File: config.mk
export PLATFORM = sky130hd
export DESIGN_NAME = cab_ctrl
export DESIGN_NICKNAME = d
export VERILOG_FILES = /design/src/design/cab_pkg.sv /design/src/design/cab_ctrl.sv
export SDC_FILE = /design/constraint.sdc
export NUM_CORES = 1
export LEC_CHECK = 0
export ABC_AREA = 1
export ABC_CLOCK_PERIOD_IN_PS = 1140
export BUFFER_PORTS_ARGS = -buffer_cell sky130_fd_sc_hd__buf_2
export CORE_MARGIN = 10
export CORE_UTILIZATION = 37
export DETAILED_ROUTE_END_ITERATION = 10
export RECOVER_POWER = 100
export SYNTH_ARGS = -nofsm -noshare
export SYNTH_HDL_FRONTEND = slang
export SYNTH_SLANG_ARGS = --single-unit
File: constraint.sdc
create_clock -name clk -period 1.14 [get_ports clk]
set_input_delay 0.228 -clock clk [delete_from_list [all_inputs] [get_ports clk]]
set_output_delay 0.228 -clock clk [all_outputs]
set_load 0.03 [all_outputs]
File: src/design/cab_pkg.sv
// ----------------------------------------------------------------------------
// cab_pkg
// Shared types and constants for the CSR adjacency builder: payload structs,
// command and status codes, and the controller/datapath command interface.
// ----------------------------------------------------------------------------
package cab_pkg;

  // Default sizes
  localparam int unsigned DEF_MAX_VERTICES = 1024;
  localparam int unsigned DEF_MAX_EDGES    = 4096;
  localparam int unsigned DEF_WEIGHT_BITS  = 32;

  // Vertex count after reset
  localparam logic [10:0] VERTEX_COUNT_RESET = 11'd1024;

  // Request command codes
  typedef enum logic [1:0] {
    CMD_ADD   = 2'd0,
    CMD_BUILD = 2'd1,
    CMD_QDEG  = 2'd2,
    CMD_QEDGE = 2'd3
  } command_t;

  // Result status codes
  typedef enum logic [2:0] {
    ST_OK             = 3'd0,
    ST_VERTEX_RANGE   = 3'd1,
    ST_POSITION_RANGE = 3'd2,
    ST_STORE_FULL     = 3'd3,
    ST_NOT_BUILT      = 3'd4
  } status_t;

  // Request payload
  typedef struct packed {
    logic [1:0]         command;
    logic [9:0]         edge_source;
    logic [9:0]         edge_target;
    logic signed [31:0] edge_weight_in;
    logic [9:0]         query_vertex;
    logic [12:0]        query_position;
  } in_item_t;

  // Result payload
  typedef struct packed {
    logic [2:0]         status;
    logic [13:0]        degree;
    logic [9:0]         result_source;
    logic [9:0]         result_target;
    logic signed [31:0] result_weight;
  } out_item_t;

  // Datapath micro-operations
  typedef enum logic [4:0] {
    OP_NONE,
    OP_CLEAR,
    OP_CAPTURE,
    OP_SET_STATUS,
    OP_ADD_STORE,
    OP_INC_SRC,
    OP_READ_DST,
    OP_INC_DST,
    OP_BUILD_INIT,
    OP_PRE_READ,
    OP_PRE_WRITE,
    OP_SC_READ_SRC,
    OP_SC_WRITE_SRC,
    OP_SC_READ_DST,
    OP_SC_WRITE_DST,
    OP_SET_BUILT,
    OP_QUERY_READ,
    OP_DEGREE_TAKE,
    OP_EDGE_CHECK,
    OP_EDGE_TAKE,
    OP_EMIT
  } dp_op_t;

  // Controller to datapath
  typedef struct packed {
    dp_op_t  op;
    status_t code;
  } dp_cmd_t;

  // Datapath to controller
  typedef struct packed {
    logic [1:0] command;
    logic       src_ok;
    logic       dst_ok;
    logic       full;
    logic       qv_ok;
    logic       built;
    logic       pos_bad;
    logic       cnt_last;
    logic       edge_done;
    logic       out_busy;
  } dp_stat_t;

endpackage

File: src/design/cab_ctrl.sv
// ----------------------------------------------------------------------------
// cab_ctrl
// Sequencer of the builder: clearing pass, request dispatch, add, build
// (prefix sum and scatter), queries and result hand-off.
// ----------------------------------------------------------------------------
module cab_ctrl
  import cab_pkg::*;
(
  input  logic     clk,
  input  logic     rst,
  input  logic     in_valid,
  output logic     in_stall,
  input  dp_stat_t stat,
  output dp_cmd_t  cmd
);

  typedef enum logic [4:0] {
    S_CLEAR,
    S_IDLE,
    S_DISPATCH,
    S_ADD_SW,
    S_ADD_TR,
    S_ADD_TW,
    S_PRE_RD,
    S_PRE_WR,
    S_SC_RD,
    S_SC_PS,
    S_SC_WS,
    S_SC_PT,
    S_SC_WT,
    S_QD,
    S_QE_CHK,
    S_QE_DATA,
    S_RESP
  } state_t;

  state_t state;
  state_t state_next;

  assign in_stall = state != S_IDLE;

  // Next state and datapath command
  always_comb begin
    state_next = state;
    cmd.op     = OP_NONE;
    cmd.code   = ST_OK;
    case (state)
      S_CLEAR: begin
        cmd.op = OP_CLEAR;
        if (stat.cnt_last) begin
          state_next = S_IDLE;
        end
      end
      S_IDLE: begin
        if (in_valid) begin
          cmd.op     = OP_CAPTURE;
          state_next = S_DISPATCH;
        end
      end
      S_DISPATCH: begin
        case (stat.command)
          CMD_ADD: begin
            if (!(stat.src_ok && stat.dst_ok)) begin
              cmd.op     = OP_SET_STATUS;
              cmd.code   = ST_VERTEX_RANGE;
              state_next = S_RESP;
            end else if (stat.full) begin
              cmd.op     = OP_SET_STATUS;
              cmd.code   = ST_STORE_FULL;
              state_next = S_RESP;
            end else begin
              cmd.op     = OP_ADD_STORE;
              state_next = S_ADD_SW;
            end
          end
          CMD_BUILD: begin
            cmd.op     = OP_BUILD_INIT;
            state_next = S_PRE_RD;
          end
          CMD_QDEG: begin
            if (!stat.qv_ok) begin
              cmd.op     = OP_SET_STATUS;
              cmd.code   = ST_VERTEX_RANGE;
              state_next = S_RESP;
            end else begin
              cmd.op     = OP_QUERY_READ;
              state_next = S_QD;
            end
          end
          default: begin
            if (!stat.built) begin
              cmd.op     = OP_SET_STATUS;
              cmd.code   = ST_NOT_BUILT;
              state_next = S_RESP;
            end else if (!stat.qv_ok) begin
              cmd.op     = OP_SET_STATUS;
              cmd.code   = ST_VERTEX_RANGE;
              state_next = S_RESP;
            end else begin
              cmd.op     = OP_QUERY_READ;
              state_next = S_QE_CHK;
            end
          end
        endcase
      end
      S_ADD_SW: begin
        cmd.op     = OP_INC_SRC;
        state_next = S_ADD_TR;
      end
      S_ADD_TR: begin
        cmd.op     = OP_READ_DST;
        state_next = S_ADD_TW;
      end
      S_ADD_TW: begin
        cmd.op     = OP_INC_DST;
        state_next = S_RESP;
      end
      S_PRE_RD: begin
        cmd.op     = OP_PRE_READ;
        state_next = S_PRE_WR;
      end
      S_PRE_WR: begin
        cmd.op     = OP_PRE_WRITE;
        state_next = stat.cnt_last ? S_SC_RD : S_PRE_RD;
      end
      S_SC_RD: begin
        if (stat.edge_done) begin
          cmd.op     = OP_SET_BUILT;
          state_next = S_RESP;
        end else begin
          state_next = S_SC_PS;
        end
      end
      S_SC_PS: begin
        cmd.op     = OP_SC_READ_SRC;
        state_next = S_SC_WS;
      end
      S_SC_WS: begin
        cmd.op     = OP_SC_WRITE_SRC;
        state_next = S_SC_PT;
      end
      S_SC_PT: begin
        cmd.op     = OP_SC_READ_DST;
        state_next = S_SC_WT;
      end
      S_SC_WT: begin
        cmd.op     = OP_SC_WRITE_DST;
        state_next = S_SC_RD;
      end
      S_QD: begin
        cmd.op     = OP_DEGREE_TAKE;
        state_next = S_RESP;
      end
      S_QE_CHK: begin
        cmd.op     = OP_EDGE_CHECK;
        state_next = stat.pos_bad ? S_RESP : S_QE_DATA;
      end
      S_QE_DATA: begin
        cmd.op     = OP_EDGE_TAKE;
        state_next = S_RESP;
      end
      S_RESP: begin
        // Hold until the output register is free
        if (!stat.out_busy) begin
          cmd.op     = OP_EMIT;
          state_next = S_IDLE;
        end
      end
      default: begin
        state_next = S_IDLE;
      end
    endcase
  end

  // State register
  always_ff @(posedge clk) begin
    if (rst) begin
      state <= S_CLEAR;
    end else begin
      state <= state_next;
    end
  end

endmodule
* Word level (Yosys, flattened, before mapping)
Cells that the tools add are included.
** Storage, ports and cells
- Input port bits :: 14
- Flip-flop bits (word level) :: 5
- Output and inout bits :: 9
** Operators by class
- Mux-type cells :: 26
- Reductions and logical operators :: 5
- Eq/ne operators :: 22
** Operators by type and width (number)
- $pmux 5 s17 :: 1
- $pmux 5 s15 :: 1
- $mux 5 :: 12
- $eq 5x4->1 const B :: 8
- $pmux 5 s3 :: 2
- $eq 5x3->1 const B :: 4
- $eq 5x2->1 const B :: 2
- $pmux 3 s3 :: 1
- $mux 4 :: 2
- $mux 8 :: 1
- $mux 3 :: 2
- $mux 6 :: 1
- $ne 2x2->1 const B :: 3
- $eq 5x1->1 const B :: 1
- $eq 5x5->1 const B :: 1
- $logic_not 5->1 :: 1
- $ne 5x1->1 const B :: 1
- $mux 2 :: 2
- $reduce_and 3->1 :: 1
- $reduce_or 3->1 :: 1
- $eq 2x1->1 const B :: 1
- $eq 2x2->1 const B :: 1
- $logic_not 2->1 :: 1
- $logic_and 1x1->1 :: 1
- $mux 1 :: 1

* Longest topological paths before layout
- Word-level depth :: 4
- Gate-level depth with buffers :: 9
- Depth with buffers taken out :: 9

* Worst setup path after synthesis
Ideal clock, no wire load.
- Kind :: reg-to-output
- Start :: register state[1]
- End :: output port cmd[2] (netlist name)
- Arrival time :: 1.386 ns
- Path slack :: -0.474 ns
- Cell stages (with the launch flop) :: 6
- Path through :: dfxtp_1 buf_4 nand3_1 inv_1 nand2_1 nor3_1
** RTL lines
- from (decl) :: RTL line cab_ctrl.sv:37 : state_t state;
- from (signal assigned) :: RTL line cab_ctrl.sv:180 : state <= state_next;
- to (decl) :: RTL line cab_ctrl.sv:14 : output dp_cmd_t cmd

==> results_dict.tcl <==
set metrics [dict create \
    status "finished with violations" \
    violations "setup timing" \
    grt_max_degree 8 \
    cp-end-kind "output port" \
    syn_nets 152 \
    fin_skew_ns 0.00371 \
    die_h_um 65.1 \
    cts-root-buf "clkbuf_4" \
    top_regs "state: 5 flops" \
    boundaryPins 23 \
    dp_hpwl_um 2420 \
    synth_seq_area_share_pct 13.3 \
    initial_core_util_pct 38.8 \
    clockBufferDepth 2 \
    powerDensity_mw_per_mm2 1500 \
    synthesis.area_sq_um 753 \
    vdd_ir_drop_max_mv 1.47 \
    synth_top_family_by_area "simple AND/OR/NAND/NOR gates" \
    grt_overflow_total 0 \
    ys_ff_latch 5 \
    remaining_drc_errors 0 \
    drt_wl_total_um 3430 \
    finalCritPeriodShare_pct 155 \
    final_max_slew_viol_count 0 \
    drt_iter0_markers 70 \
    via_per_inst 5.19 \
    yosys.area_share.simple_pct 62.6 \
    cp.required_ns 0.91 \
    grt_pass1_wl_um 5030 \
    period_minus_slack_ns 1.77 \
    groute.usage.overall_pct 14.0 \
    core_sq_mm 0.00194 \
    via_count 1209 \
    setup_viol 14 \
    top_register "state" \
    hold_viol_final 0 \
    hold_class "input pin to flip-flop" \
    yosys_warnings 0 \
    relSlewSlack_pct 67.6 \
    rsz0062_at_grt "yes" \
    hold_slack_ns 0.158 \
    htreeDepth 1 \
    p_leak_nw 0.794 \
    final_area_sq_mm 0.00154 \
    cts.sinks 5 \
    dieArea_sq_mm 0.00424 \
    maxCapViolations 0 \
    drive_above_1_share_pct 62.1 \
    cts_buffers 3 \
    antenna_found_initial 0 \
    area_growth_pct 104 \
    fmax_mhz 565 \
    largest_register_ffs 5 \
    synthXorXnorAreaFrac_pct 0 \
    synth.distinct_cells 27 \
    grt_pass1_vias 1184 \
    syn_inst 138 \
    gp_congestion 0.903 \
    synth_compound_area_share_pct 11.1 \
    clk_pin_slew_ns 0.04 \
    antennaDiodeCount 0 \
    insertion_delay_ns 0.24 \
    drtAntennaViolNets 0 \
    tightest_slew_ns 0.481 \
    critPathMaxFanout 6 \
    layout_setup_ws_ns -0.629 \
    wl_per_cell_um 14.7 \
    nNetsFinal 221 \
    io_buffers 22 \
    cts_tree "yes" \
    synthMuxAreaShare_pct 0 \
    synthAdderAreaFrac_pct 0 \
    die-width_um 65.1 \
    postPlaceCellArea_sq_mm 0.00121 \
    syn_avg_cell_area_sq_um 5.46 \
    arrival_ns 1.54 \
    worst_setup_path_start_kind "flip-flop" \
    final_util_pct 79.1 \
    rows 16 \
    crit_type "flip-flop to output port" \
    firstDrtPassIters 4 \
]
==> final timing paths <==
kind                          from                     to  slack [ns]  cells past startpoint
max reg2reg  state[3]$_SDFFE_PP0P_  state[1]$_SDFFE_PP0P_       -0.30                      8
max          state[3]$_SDFFE_PP0P_                 cmd[5]       -0.63                      6
min                            rst  state[1]$_SDFFE_PP0P_        0.16                      2
min reg2reg  state[4]$_SDFFE_PP0P_  state[0]$_SDFFE_PP0P_        0.73                      5
==> area by class of cell <==
cell class / instances / area, sq um
Inverter: 22 / 96.3
Timing Repair Buffer: 66 / 505
Fill cell: 145 / 405
Sequential cell: 5 / 119
Clock buffer: 4 / 26.3
Tap cell: 27 / 33.8
Multi-Input combinational cell: 109 / 756
==> cell usage in the layout (no fill, tap or decap), types with 2 or more instances in the layout <==
cell type,instances
inv_4,2
dfxtp_4,5
inv_1,14
nor2_4,11
buf_2,14
nand4_1,5
inv_2,4
nand3b_1,3
nand2_4,2
buf_4,40
o211ai_1,2
nor3_2,2
buf_6,12
nor2_1,15
nand2_2,9
o21ai_0,5
nand3_2,8
clkbuf_4,3
nor2_2,6
nand2_1,19
nand3_4,2
nand3_1,9
==> critical path, cell delays in order (launching register included) <==
cell	delay [ns]
dfxtp_4	0.37
nor2_4	0.24
inv_1	0.11
nor2_1	0.22
a31oi_1	0.11
nand3b_1	0.12
buf_6	0.14
==> routing by layer <==
metal / up-vias / share of wire (%) / track usage [%]
met3: 4 / 5.3 / 2.03
met1: 566 / 41 / 16.6
met2: 43 / 53 / 25.6
met5: - / 0 / 0
li1: 596 / - / -
met4: 0 / 0.79 / 3.21
==> logic make-up after synthesis <==
family / Yosys count
flip-flops: 5
AND/OR/NAND/NOR: 96
buffers and inverters: 24
AO/OA/AOI/OAI: 13
==> report_power, final <==
| part | internal, W | switching (W) |
|---|---|---|
| Combinational | 0.000817 | 0.000956 |
| Sequential | 0.000231 | 0.000105 |
| Clock | 0.000132 | 0.0000656 |
| Total | 0.00118 | 0.00113 |
==> synthesized netlist by cell type <==
library cell  number  share of area, %
nand2_1           29                14
nor2_1            26                13
inv_1             19               9.5
nand3_1           17                11
dfxtp_1            5                13
nand4_1            5               4.2
o21ai_0            5               3.3
nand3b_1           3               3.0
nor2_2             3               2.5
nor2_4             3               4.5
nor3_1             3               2.0
buf_4              2               2.0
inv_2              2               1.0
nand3_2            2               2.7
o211ai_1           2               2.0
a211oi_1           1               1.0
a21o_1             1               1.0
a21oi_1            1              0.66
a31oi_1            1              0.83
a41oi_1            1               1.2
and2_1             1              0.83
and3_1             1              0.83
clkinv_1           1              0.50
nand2_2            1              0.83
nand4_2            1               1.7
nor3b_1            1               1.0
o2111ai_1          1               1.2
==> stage by stage <==
stage	total power [W]	worst slack (ns)	instances	TNS, ns
2_1_floorplan	0.00107	-0.277	138	-1.60
3_3_place_gp	0.00164	-0.420	222	-4.45
3_5_place_dp	0.00166	-0.473	222	-4.74
4_1_cts	0.00203	-0.545	227	-5.58
5_1_grt	0.00246	-0.714	233	-7.11
6_report	0.00231	-0.629	233	-6.05
==> what timing repair did <==
action	4_1_cts	5_1_grt
hold buffers	0	0
setup buffers	1	7
gates cloned	0	0
pin swaps	10	14
endpoints found under the setup margin	14	14
endpoints found under the hold margin	0	0
resized for setup	40	34
(Power assumes the default switching activity.)
